===== src/rtl/assert_macros.svh =====
// assertion macros for the rtl files, included by the top-level file
`ifndef ASSERT_MACROS_SVH
`define ASSERT_MACROS_SVH
`ifndef ASSERT_OFF
// property must hold at every clock edge outside reset
`define AST_HOLDS(name, clk, rstn, prop, msg) \
    name: assert property (@(posedge clk) disable iff (!rstn) prop) else $error(msg);
// expression must never be true outside reset
`define AST_NEVER(name, clk, rstn, expr, msg) \
    name: assert property (@(posedge clk) disable iff (!rstn) !(expr)) else $error(msg);
`else
`define AST_HOLDS(name, clk, rstn, prop, msg)
`define AST_NEVER(name, clk, rstn, expr, msg)
`endif
`endif


===== src/rtl/pse_pkg.sv =====
// types, constants and decode helpers for the postfix stack evaluator
package pse_pkg;

    localparam int DEF_STACK_DEPTH = 16;
    localparam int WORD_W          = 32;
    localparam int SYM_W           = 8;
    localparam int ST_W            = 2;

    localparam logic [ST_W-1:0] ST_OK   = 2'd0;
    localparam logic [ST_W-1:0] ST_FULL = 2'd1;
    localparam logic [ST_W-1:0] ST_DIV0 = 2'd2;

    localparam logic [SYM_W-1:0] CH_ZERO  = 8'h30;
    localparam logic [SYM_W-1:0] CH_NINE  = 8'h39;
    localparam logic [SYM_W-1:0] CH_PLUS  = 8'h2B;
    localparam logic [SYM_W-1:0] CH_MINUS = 8'h2D;
    localparam logic [SYM_W-1:0] CH_STAR  = 8'h2A;
    localparam logic [SYM_W-1:0] CH_SLASH = 8'h2F;

    typedef enum logic [1:0] {
        OP_ADD,
        OP_SUB,
        OP_MUL,
        OP_DIV
    } op_t;

    typedef struct packed {
        logic              push;
        logic              pop;
        logic              clear;
        logic [WORD_W-1:0] wdata;
    } stk_cmd_t;

    typedef struct packed {
        logic start;
        op_t  op;
    } alu_req_t;

    typedef struct packed {
        logic              done;
        logic              div0;
        logic [WORD_W-1:0] result;
    } alu_rsp_t;

    function automatic op_t sym_to_op(input logic [SYM_W-1:0] sym);
        op_t op;
        case (sym)
            CH_MINUS: op = OP_SUB;
            CH_STAR:  op = OP_MUL;
            CH_SLASH: op = OP_DIV;
            default:  op = OP_ADD;
        endcase
        return op;
    endfunction

endpackage


===== src/rtl/pse_stack.sv =====
// operand stack: memory with count, registered pop data, empty pops read as zero
module pse_stack import pse_pkg::*; #(
    parameter int STACK_DEPTH = DEF_STACK_DEPTH
) (
    input  logic              aclk,
    input  logic              aresetn,
    input  stk_cmd_t          cmd,
    output logic [WORD_W-1:0] rd_data,
    output logic              full
);

    localparam int AW = $clog2(STACK_DEPTH);
    localparam int CW = $clog2(STACK_DEPTH + 1);

    logic [WORD_W-1:0] mem [STACK_DEPTH];
    logic [CW-1:0]     count_reg, count_next;
    logic [CW-1:0]     count_dec;
    logic [WORD_W-1:0] rd_raw_reg;
    logic              rd_zero_reg, rd_zero_next;
    logic              empty;

    assign empty     = (count_reg == '0);
    assign full      = (count_reg == CW'(STACK_DEPTH));
    assign count_dec = count_reg - CW'(1);
    assign rd_data   = rd_zero_reg ? '0 : rd_raw_reg;

    always_comb begin
        count_next   = count_reg;
        rd_zero_next = rd_zero_reg;
        if (cmd.clear) begin
            count_next = '0;
        end else if (cmd.push && !full) begin
            count_next = count_reg + CW'(1);
        end else if (cmd.pop) begin
            rd_zero_next = empty;
            if (!empty) begin
                count_next = count_dec;
            end
        end
    end

    always_ff @(posedge aclk) begin
        if (cmd.push && !full) begin
            mem[count_reg[AW-1:0]] <= cmd.wdata;
        end
        if (cmd.pop) begin
            rd_raw_reg <= mem[count_dec[AW-1:0]];
        end
    end

    always_ff @(posedge aclk) begin
        if (!aresetn) begin
            count_reg   <= '0;
            rd_zero_reg <= 1'b1;
        end else begin
            count_reg   <= count_next;
            rd_zero_reg <= rd_zero_next;
        end
    end

endmodule


===== src/rtl/pse_alu.sv =====
// shared arithmetic unit: registered add/sub, 32-step shift-add multiply and restoring divide
module pse_alu import pse_pkg::*; (
    input  logic              aclk,
    input  logic              aresetn,
    input  alu_req_t          req,
    input  logic [WORD_W-1:0] a,
    input  logic [WORD_W-1:0] b,
    output alu_rsp_t          rsp
);

    localparam int NW = $clog2(WORD_W);

    typedef enum logic [2:0] {
        A_IDLE,
        A_MUL,
        A_DIV,
        A_FIX,
        A_DONE
    } alu_state_t;

    alu_state_t        state_reg;
    logic [WORD_W-1:0] acc_reg;
    logic [WORD_W-1:0] x_reg;
    logic [WORD_W-1:0] y_reg;
    logic [NW-1:0]     cnt_reg;
    logic              neg_reg;
    logic              div0_reg;
    logic [WORD_W-1:0] res_reg;

    logic [WORD_W-1:0] a_mag, b_mag;
    logic [WORD_W:0]   rem_sh, rem_diff;
    logic              rem_ge;

    assign a_mag    = a[WORD_W-1] ? (~a + WORD_W'(1)) : a;
    assign b_mag    = b[WORD_W-1] ? (~b + WORD_W'(1)) : b;
    // one restoring step: shift in the next dividend bit, subtract if it fits
    assign rem_sh   = {acc_reg, y_reg[WORD_W-1]};
    assign rem_diff = rem_sh - {1'b0, x_reg};
    assign rem_ge   = (rem_sh >= {1'b0, x_reg});

    assign rsp = '{done: (state_reg == A_DONE), div0: div0_reg, result: res_reg};

    always_ff @(posedge aclk) begin
        if (!aresetn) begin
            state_reg <= A_IDLE;
        end else begin
            case (state_reg)
                A_IDLE: begin
                    if (req.start) begin
                        div0_reg <= 1'b0;
                        acc_reg  <= '0;
                        cnt_reg  <= NW'(WORD_W - 1);
                        case (req.op)
                            OP_ADD: begin
                                res_reg   <= a + b;
                                state_reg <= A_DONE;
                            end
                            OP_SUB: begin
                                res_reg   <= a - b;
                                state_reg <= A_DONE;
                            end
                            OP_MUL: begin
                                x_reg     <= a;
                                y_reg     <= b;
                                state_reg <= A_MUL;
                            end
                            default: begin
                                if (b == '0) begin
                                    res_reg   <= '0;
                                    div0_reg  <= 1'b1;
                                    state_reg <= A_DONE;
                                end else begin
                                    x_reg     <= b_mag;
                                    y_reg     <= a_mag;
                                    neg_reg   <= a[WORD_W-1] ^ b[WORD_W-1];
                                    state_reg <= A_DIV;
                                end
                            end
                        endcase
                    end
                end
                A_MUL: begin
                    if (y_reg[0]) begin
                        acc_reg <= acc_reg + x_reg;
                    end
                    x_reg   <= {x_reg[WORD_W-2:0], 1'b0};
                    y_reg   <= {1'b0, y_reg[WORD_W-1:1]};
                    cnt_reg <= cnt_reg - NW'(1);
                    if (cnt_reg == '0) begin
                        res_reg   <= y_reg[0] ? (acc_reg + x_reg) : acc_reg;
                        state_reg <= A_DONE;
                    end
                end
                A_DIV: begin
                    acc_reg <= rem_ge ? rem_diff[WORD_W-1:0] : rem_sh[WORD_W-1:0];
                    y_reg   <= {y_reg[WORD_W-2:0], rem_ge};
                    cnt_reg <= cnt_reg - NW'(1);
                    if (cnt_reg == '0) begin
                        state_reg <= A_FIX;
                    end
                end
                A_FIX: begin
                    // truncation toward zero: negate the magnitude quotient when the operand signs differ
                    res_reg   <= neg_reg ? (~y_reg + WORD_W'(1)) : y_reg;
                    state_reg <= A_DONE;
                end
                A_DONE: begin
                    state_reg <= A_IDLE;
                end
                default: begin
                    state_reg <= A_IDLE;
                end
            endcase
        end
    end

endmodule


===== src/rtl/postfix_stack_evaluator.sv =====
// top level: character sequencer driving the operand stack and the shared arithmetic unit
//
//  channel | direction | tdata                    | tuser                               | tlast
//  --------+-----------+--------------------------+-------------------------------------+------------
//  s_      | in        | [7:0] symbol             | -                                   | end_of_expr
//  m_      | out       | [31:0] value             | [0] is_answer, [2:1] status, 0 pad  | last_of_run
//
//  digits and ignored characters are taken in the idle state; each result emitted passes an emit state
//  an operator passes two stack pops with registered read, the operand load and a wait for the shared
//  unit (add/sub direct, multiply and divide 32 iterations, divide then a sign fix), then one push
//  s_tready is high only while the sequencer is idle; one result can wait in the
//  output register while the next transaction is accepted
//  a stalled m_ side holds the sequencer in its emit state
//  reset clears the stack count, the remembered result and the output valid
module postfix_stack_evaluator import pse_pkg::*; #(
    parameter int STACK_DEPTH = DEF_STACK_DEPTH
) (
    input  logic        aclk,
    input  logic        aresetn,
    input  logic        s_tvalid,
    output logic        s_tready,
    input  logic [7:0]  s_tdata,   // [7:0] symbol
    input  logic        s_tlast,
    output logic        m_tvalid,
    input  logic        m_tready,
    output logic [31:0] m_tdata,   // [31:0] value
    output logic [7:0]  m_tuser,   // [0] is_answer, [2:1] status, [7:3] zero
    output logic        m_tlast
);

    `include "assert_macros.svh"

    typedef enum logic [2:0] {
        S_IDLE,
        S_POP_B,
        S_POP_A,
        S_LOAD_A,
        S_WAIT,
        S_EMIT1,
        S_EMIT2
    } seq_state_t;

    seq_state_t        state_reg;
    logic              last_reg;
    op_t               op_reg;
    logic [WORD_W-1:0] b_reg;
    logic [WORD_W-1:0] res_val_reg;
    logic [ST_W-1:0]   res_st_reg;
    logic [WORD_W-1:0] last_result_reg;
    logic              m_tvalid_reg;
    logic [WORD_W-1:0] m_tdata_reg;
    logic [ST_W-1:0]   m_status_reg;
    logic              m_answer_reg;
    logic              m_tlast_reg;

    stk_cmd_t          stk_cmd;
    logic [WORD_W-1:0] stk_rd_data;
    logic              stk_full;
    alu_req_t          alu_req;
    alu_rsp_t          alu_rsp;

    logic              accept;
    logic              is_digit;
    logic              is_op;
    logic              out_free;
    logic              emit;
    logic [SYM_W-1:0]  digit_val;

    assign s_tready  = (state_reg == S_IDLE);
    assign accept    = s_tvalid && s_tready;
    assign is_digit  = s_tdata inside {[CH_ZERO:CH_NINE]};
    assign is_op     = s_tdata inside {CH_PLUS, CH_MINUS, CH_STAR, CH_SLASH};
    assign out_free  = !m_tvalid_reg || m_tready;
    assign emit      = (state_reg inside {S_EMIT1, S_EMIT2}) && out_free;
    assign digit_val = s_tdata - CH_ZERO;

    always_comb begin
        stk_cmd.push  = (accept && is_digit) || (state_reg == S_WAIT && alu_rsp.done);
        stk_cmd.pop   = (state_reg == S_POP_B) || (state_reg == S_POP_A);
        stk_cmd.clear = (state_reg == S_EMIT2) && out_free;
        stk_cmd.wdata = (state_reg == S_IDLE) ? WORD_W'(digit_val) : alu_rsp.result;
    end

    assign alu_req = '{start: (state_reg == S_LOAD_A), op: op_reg};

    pse_stack #(
        .STACK_DEPTH (STACK_DEPTH)
    ) u_stack (
        .aclk    (aclk),
        .aresetn (aresetn),
        .cmd     (stk_cmd),
        .rd_data (stk_rd_data),
        .full    (stk_full)
    );

    pse_alu u_alu (
        .aclk    (aclk),
        .aresetn (aresetn),
        .req     (alu_req),
        .a       (stk_rd_data),
        .b       (b_reg),
        .rsp     (alu_rsp)
    );

    always_ff @(posedge aclk) begin
        if (!aresetn) begin
            state_reg       <= S_IDLE;
            m_tvalid_reg    <= 1'b0;
            last_result_reg <= '0;
        end else begin
            if (emit) begin
                m_tvalid_reg <= 1'b1;
            end else if (m_tvalid_reg && m_tready) begin
                m_tvalid_reg <= 1'b0;
            end
            case (state_reg)
                S_IDLE: begin
                    if (accept) begin
                        last_reg <= s_tlast;
                        op_reg   <= sym_to_op(s_tdata);
                        if (is_digit) begin
                            if (stk_full) begin
                                res_val_reg <= '0;
                                res_st_reg  <= ST_FULL;
                                state_reg   <= S_EMIT1;
                            end else if (s_tlast) begin
                                state_reg <= S_EMIT2;
                            end
                        end else if (is_op) begin
                            state_reg <= S_POP_B;
                        end else if (s_tlast) begin
                            state_reg <= S_EMIT2;
                        end
                    end
                end
                S_POP_B: begin
                    state_reg <= S_POP_A;
                end
                S_POP_A: begin
                    b_reg     <= stk_rd_data;
                    state_reg <= S_LOAD_A;
                end
                S_LOAD_A: begin
                    state_reg <= S_WAIT;
                end
                S_WAIT: begin
                    if (alu_rsp.done) begin
                        res_val_reg     <= alu_rsp.result;
                        res_st_reg      <= alu_rsp.div0 ? ST_DIV0 : ST_OK;
                        last_result_reg <= alu_rsp.result;
                        state_reg       <= S_EMIT1;
                    end
                end
                S_EMIT1: begin
                    if (out_free) begin
                        m_tdata_reg  <= res_val_reg;
                        m_status_reg <= res_st_reg;
                        m_answer_reg <= 1'b0;
                        m_tlast_reg  <= !last_reg;
                        state_reg    <= last_reg ? S_EMIT2 : S_IDLE;
                    end
                end
                S_EMIT2: begin
                    if (out_free) begin
                        m_tdata_reg     <= last_result_reg;
                        m_status_reg    <= ST_OK;
                        m_answer_reg    <= 1'b1;
                        m_tlast_reg     <= 1'b1;
                        last_result_reg <= '0;
                        state_reg       <= S_IDLE;
                    end
                end
                default: begin
                    state_reg <= S_IDLE;
                end
            endcase
        end
    end

    assign m_tvalid = m_tvalid_reg;
    assign m_tdata  = m_tdata_reg;
    assign m_tuser  = {5'b0, m_status_reg, m_answer_reg};
    assign m_tlast  = m_tlast_reg;

    `AST_NEVER(a_push_pop_excl, aclk, aresetn, stk_cmd.push && stk_cmd.pop,
               "stack push and pop in the same cycle")
    `AST_HOLDS(a_alu_done_wait, aclk, aresetn, alu_rsp.done |-> state_reg == S_WAIT,
               "arithmetic result arrived outside the wait state")
    `AST_HOLDS(a_op_busy, aclk, aresetn, (accept && is_op) |=> !s_tready,
               "operator transaction did not hold off the input")
    `AST_HOLDS(a_answer_form, aclk, aresetn,
               (m_tvalid_reg && m_answer_reg) |-> (m_tlast_reg && m_status_reg == ST_OK),
               "answer result without last flag or with nonzero status")

endmodule

===== config.mk =====
export PLATFORM = sky130hd
export DESIGN_NAME = postfix_stack_evaluator
export DESIGN_NICKNAME = d
export VERILOG_FILES = /design/src/rtl/pse_pkg.sv /design/src/rtl/pse_stack.sv /design/src/rtl/pse_alu.sv /design/src/rtl/postfix_stack_evaluator.sv
export VERILOG_INCLUDE_DIRS = /design/src /design/src/rtl
export SDC_FILE = /design/constraint.sdc
export NUM_CORES = 1
export LEC_CHECK = 0
export ABC_AREA = 1
export BUFFER_PORTS_ARGS = -buffer_cell sky130_fd_sc_hd__buf_2
export CAP_MARGIN = 15
export CORE_ASPECT_RATIO = 0.9
export CORE_UTILIZATION = 30
export CTS_CLUSTER_DIAMETER = 30
export DETAILED_ROUTE_END_ITERATION = 10
export PLACE_DENSITY = 0.41
export SLEW_MARGIN = 25
export SYNTH_ARGS = -nofsm -noshare
export SYNTH_HDL_FRONTEND = slang
export SYNTH_SLANG_ARGS = --single-unit
export TNS_END_PERCENT = 100

===== constraint.sdc =====
create_clock -name aclk -period 4.36 [get_ports aclk]
set_input_delay 0 -clock aclk [delete_from_list [all_inputs] [get_ports aclk]]
set_output_delay 0 -clock aclk [all_outputs]
set_load 0.01 [all_outputs]

==> impl_metrics.ini, run 1 <==
[outcome]
status = finished, final reports clean

[critical_path]
regToRegSetupSlack_ns = 0.50
crit_required_ns = 4.87
crit_path_end_kind = flop
cp_max_fo = 5
crit_type = flop to flop
worstPathArrival_ns = 4.36
start_kind = flop

[layout]
nNetsFinal = 5384
fill_cells = 15143
multi_input_area_um2 = 17800
regArea_um2 = 24400
layout_common_cells = 1214 x nand2_1, 784 x edfxtp_1, 597 x nor2_1, 570 x inv_1, 379 x nand3_1
drive_gt1_share_pct = 10.5
final_common_cell = nand2_1
largest_register_ffs = 512
syn_to_final_growth_pct = 21.3

[drt]
routed_wl_um = 177000
drt_pass1_iterations = 6
vias = 37441
drtAntennaViolNets = 0
post-route-drc-count = 0
avgViaCountPerCell = 5.06
drtIter0Drc = 3456
wire_per_inst_um = 23.9

[clocking]
htreeDepth = 4
clk_latency_ns = 0.81
clk_pin_slew_ns = 0.05
cts_tree = yes
clock_sinks = 829
cts_resized = 0
cts_root_buffer = clkbuf_16
clock_path_buffers = 3
cts_buffers = 185

[global_route]
grt.total_usage_pct = 23.1
antenna_found_initial = 3
grt_overflow = 0
grt_start_max_net_pins = 97
grt_pass1_vias = 35747
grt_pass1_wl_um = 255000

[pwr]
p_switching_uw = 16300
power_frac_comb_pct = 37.3
power_density_nw_per_um2 = 734
internal_power_uw = 23900
pwr-share-clk_pct = 35.2
irDropWorstVdd_mv = 0.488
seqPwrFrac_pct = 27.5
leakage_uw = 0.0221
switching_share_pct = 40.5

[yosys]
syn_inst = 5111
synth_enable_flop_cells = 784
ys_seq_area_share_pct = 54.2
ys_ff_latch = 829
yosysTopAreaCellShare_pct = 52.2
ys_types = 55
synth_area_um2 = 45100
synthFlopType = edfxtp_1
avgSynthCellArea_um2 = 8.82
synth.area.top_cells = edfxtp_1 52%, nand2_1 10%, nor2_1 5.2%, inv_1 4.8%, nand3_1 4.2%
async_flop_share_pct = 0
yosysWarnings = 0
post-synth-top-area-cell = edfxtp_1

[timing]
maxSlewHeadroom_pct = 31.0
period_minus_slack_ns = 3.86
post-route-period-util_pct = 88.4
tightestPinTransition_ns = 1.03
fin_hold_ws_ns = 0.143
drv_slew = 0
tns_ns = 0
hold_viol_final = 0
fmax_mhz = 259
fin_skew_ns = 0.0583
setup_viol = 0
grt_setup_unrepaired = no

[hold_path]
hp-class = input pin to flop

[job]
drv_cap = 0

[die]
die_y_um = 370
ios = 56
design.core.area_um2 = 149000
dieArea_um2 = 152000
core.rowCount = 134
start_util_pct = 30.3
die_w_um = 411

[place]
gp_congestion = 0.951
hpwl_um = 129000
numPortBuffers = 50
[layer usage]
layer  GRT usage [%]  up-vias  wire length [µm]
li1                -    17796                 -
met1            33.1    18301             84000
met2            35.3     1123             77500
met3            4.23      219             10900
met4            6.95        2              4700
met5               0        -                13
[cell type report]
class                   count  share of cell area (%)
diodes                      4                  0.0183
inverters                 593                    4.08
clock inverters           130                    2.96
multi-input cells        3483                    32.5
repair buffers            170                    2.53
flip-flops and latches    829                    44.7
well taps                1972                    4.51
clock buffers             215                    8.74
[path summary, 6_finish.rpt]
check	from	to	depth (start not counted)
worst max-delay path	b_reg[0]$_DFFE_PP_	u_alu.res_reg[28]$_DFFE_PP_	20
worst min-delay path	s_tdata[6]	u_stack.mem[4][6]$_DFFE_PP_	5
worst max register to register	b_reg[0]$_DFFE_PP_	u_alu.res_reg[28]$_DFFE_PP_	20
worst min register to register	last_result_reg[9]$_SDFFE_PN0P_	last_result_reg[9]$_SDFFE_PN0P_	2
[worst max-delay path, stage by stage (launching register included)]
cell	delay, ns
edfxtp_1	0.44
inv_1	0.13
ha_1	0.23
nand2_1	0.07
nor2_1	0.12
nand2_1	0.09
nor2_1	0.27
nand3_1	0.19
xor2_1	0.20
nand2_1	0.07
o21ai_0	0.10
ha_1	0.43
nand2_1	0.15
nor2_1	0.22
inv_1	0.05
o21ai_0	0.35
a21oi_1	0.17
nand2_1	0.09
nand2_1	0.05
nand3_1	0.08
nand3_1	0.08
[power by group through the flow]
stage / Clock [µW] / Combinational [µW] / Sequential (µW)
detailed placement: 0 / 14900 / 11200
finish: 14100 / 15000 / 11100
CTS: 14400 / 15000 / 11100
global route: 14800 / 16400 / 11100
floorplan: 0 / 8930 / 10900
global placement: 0 / 14900 / 11200
[kinds of logic (layout without fill, tap and decap cells)]
group / after synthesis / in the layout / synth area share (%)
and+or+nand+nor: 2406 / 2406 / 22.2
DFF: 829 / 829 / 54.2
AOI/OAI and AO/OA: 821 / 821 / 10.4
buffers and inverters: 803 / 1108 / 7.07
adders and majority gates: 109 / 109 / 3.07
muxes: 84 / 84 / 1.86
xor gates and xnor gates: 58 / 58 / 1.16
other: 1 / 9 / 0.00831
[metrics by stage]
stage	setup WS [ns]	cells	power (µW)	utilization, %	area [µm²]
CTS	0.499	7390	40400	36.7	54600
global route	0.164	7392	42300	36.8	54700
detailed placement	0.519	7033	26100	32.3	48100
finish	0.505	7396	40200	36.8	54700
global placement	0.559	7033	26100	32.3	48100
floorplan	0.0102	5115	19900	-	45100
[synth_stat cells, drive strengths merged (22+ instances only)]
cell type  count
nand2       1228
edfxtp       784
nor2         643
inv          588
nand3        383
o21ai        378
a21oi        221
clkbuf       134
ha           106
mux2i         84
buf           76
o221ai        65
o22ai         64
nor3          57
dfxtp         45
xor2          39
nand4         38
o32ai         32
nand3b        23
o211ai        22
[what timing repair did]
action / in CTS / in global routing
hold buffers: 12 / 1
buffers inserted: 0 / 0
hold endpoints to repair: 82 / 16
setup endpoints to repair: 0 / 0
(Power assumes the default switching activity.)
==> run 2: changes to the inputs <==
--- a/config.mk
+++ b/config.mk
@@ -9,7 +9,7 @@
 export ABC_AREA = 1
 export BUFFER_PORTS_ARGS = -buffer_cell sky130_fd_sc_hd__buf_2
 export CAP_MARGIN = 15
-export CORE_ASPECT_RATIO = 0.9
+export CORE_ASPECT_RATIO = 1.1
 export CORE_UTILIZATION = 30
 export CTS_CLUSTER_DIAMETER = 30
 export DETAILED_ROUTE_END_ITERATION = 10
==> impl_metrics.ini, run 2 (synthesis gave the netlist of run 1 again) <==
[outcome]
status = finished, final reports clean

[layout]
syn_to_final_growth_pct = 23.0
largest_register_ffs = 512
drive_gt1_share_pct = 11.4
nNetsFinal = 5434
final_common_cell = nand2_1
layout_common_cells = 1214 x nand2_1, 784 x edfxtp_1, 597 x nor2_1, 570 x inv_1, 379 x nand3_1
final_core_util_pct = 37.3

[clocking]
cts_root_buffer = clkbuf_16
cts_tree = yes
clk_latency_ns = 0.83
clock_sinks = 829
clk_pin_slew_ns = 0.04
htreeDepth = 4
cts_buffers = 208
cts_setup_buffers = 0
clock_path_buffers = 3

[global_route]
antenna_found_initial = 4
grt_overflow = 0
grt_pass1_wl_um = 262000
grt_pass1_vias = 37207
grt_start_max_net_pins = 121
grt.total_usage_pct = 23.9

[critical_path]
worstPathArrival_ns = 4.51
crit_path_end_kind = flop
crit_type = flop to flop
cpPeakStageDelay_ns = 0.44
crit_required_ns = 4.85
critPathTopFamily = simple AND/OR/NAND/NOR gates
start_kind = flop
path_buf_inv = 2
worstPathCellList = inv_1 -> ha_1 -> nand3_1 -> nor2_1 -> nand2_1 -> xor2_1 -> nand2_1 -> o21ai_0 -> ha_1 -> nand2_1 -> inv_1 -> nand2_1 -> nor3_1 -> nand4_1 -> nand3_1 -> nand2_1 -> nand3_1 -> nand3_1
cpMaxStageDelayCell = nor3_1
cp_max_fo = 5
path_common_cell = nand2_1

[timing]
tightestPinTransition_ns = 1.10
fmax_mhz = 249
period_minus_slack_ns = 4.02
grt_setup_unrepaired = no
maxSlewHeadroom_pct = 26.6
tns_ns = 0
setup_viol = 0
hold_viol_final = 0
drv_slew = 0
post-route-period-util_pct = 92.2
fin_skew_ns = 0.0642

[place]
gp_congestion = 0.983
hpwl_um = 132000
numPortBuffers = 50

[pwr]
leakage_uw = 0.0226
irDropWorstVdd_mv = 0.584
power_density_nw_per_um2 = 742

[die]
die_w_um = 372
dieArea_um2 = 152000
design.core.area_um2 = 149000
core.rowCount = 148
die_y_um = 409
start_util_pct = 30.4
ios = 56

[drt]
wire_per_inst_um = 24.5
drtAntennaViolNets = 0
drtIter0Drc = 2847
avgViaCountPerCell = 5.05
vias = 37591
drt_pass1_iterations = 7
post-route-drc-count = 0
routed_wl_um = 182000

[hold_path]
hp-class = input pin to flop

[job]
drv_cap = 0
run 2: cell count changes in the layout (fill, tap and decap cells not counted), sizes merged:
cell	before	now
inv	596	594
clkinvlp	19	23
buf	157	177
diode	4	3
clkinv	82	98
bufinv	26	24
dlygate4sd3	13	20
clkbuf	215	241
run 2: report_power, final:
group | internal (µW) | switching [µW] | leakage, µW
clock network | 10200 | 4900 | 0.00336
registers | 10500 | 524 | 0.00754
logic | 4080 | 10900 | 0.0117
run 2: repair_timing:
action / in CTS / in global routing
hold buffers: 19 / 1
endpoints found under the hold margin: 170 / 16
gates resized for setup: 0 / 0
run 2: metrics by stage:
stage	cells	setup WS, ns	hold slack [ns]	area (µm²)	power [µW]
2_1_floorplan	5115	0.0102	0.0989	45100	19900
3_3_place_gp	7030	0.423	0.274	48200	26300
3_5_place_dp	7031	0.397	0.272	48200	26200
4_1_cts	7437	0.378	0.0247	55400	41500
5_1_grt	7439	0.0244	0.0919	55500	43300
6_report	7442	0.339	0.0882	55500	41200
run 2: area by class of cell:
class,instances,area [µm²]
tap,1950,2440
timing repair buffer,197,1570
clock inverter,146,1650
antenna,3,7.51
inverter,593,2230
multi-input combinational,3483,17700
fill,15140,93000
clock buffer,241,5370
sequential,829,24400
run 2: layer usage:
metal / vias to the layer above / wire length [µm] / global-route usage [%]
met4: 2 / 7330 / 9.08
met2: 1036 / 89700 / 41.0
met5: - / 13 / 0
met1: 18361 / 76600 / 30.0
li1: 17904 / - / -
met3: 288 / 8360 / 3.44
run 2: worst paths after layout:
check                                                 startpoint                               end  slack (ns)  cells after the start
worst max register to register                b_reg[0]$_DFFE_PP_       u_alu.res_reg[17]$_DFFE_PP_        0.34                     18
worst max-delay path                          b_reg[0]$_DFFE_PP_       u_alu.res_reg[17]$_DFFE_PP_        0.34                     18
worst min register to register  last_result_reg[21]$_SDFFE_PN0P_  last_result_reg[21]$_SDFFE_PN0P_        0.46                      2
worst min-delay path                                     aresetn             m_tvalid$_SDFFE_PN0P_        0.09                      4
run 2: tightest hold or removal path: stages:
cell,delay (ns)
dlygate4sd3_1,0.52
buf_2,0.20
nand2_1,0.06
o21ai_0,0.08
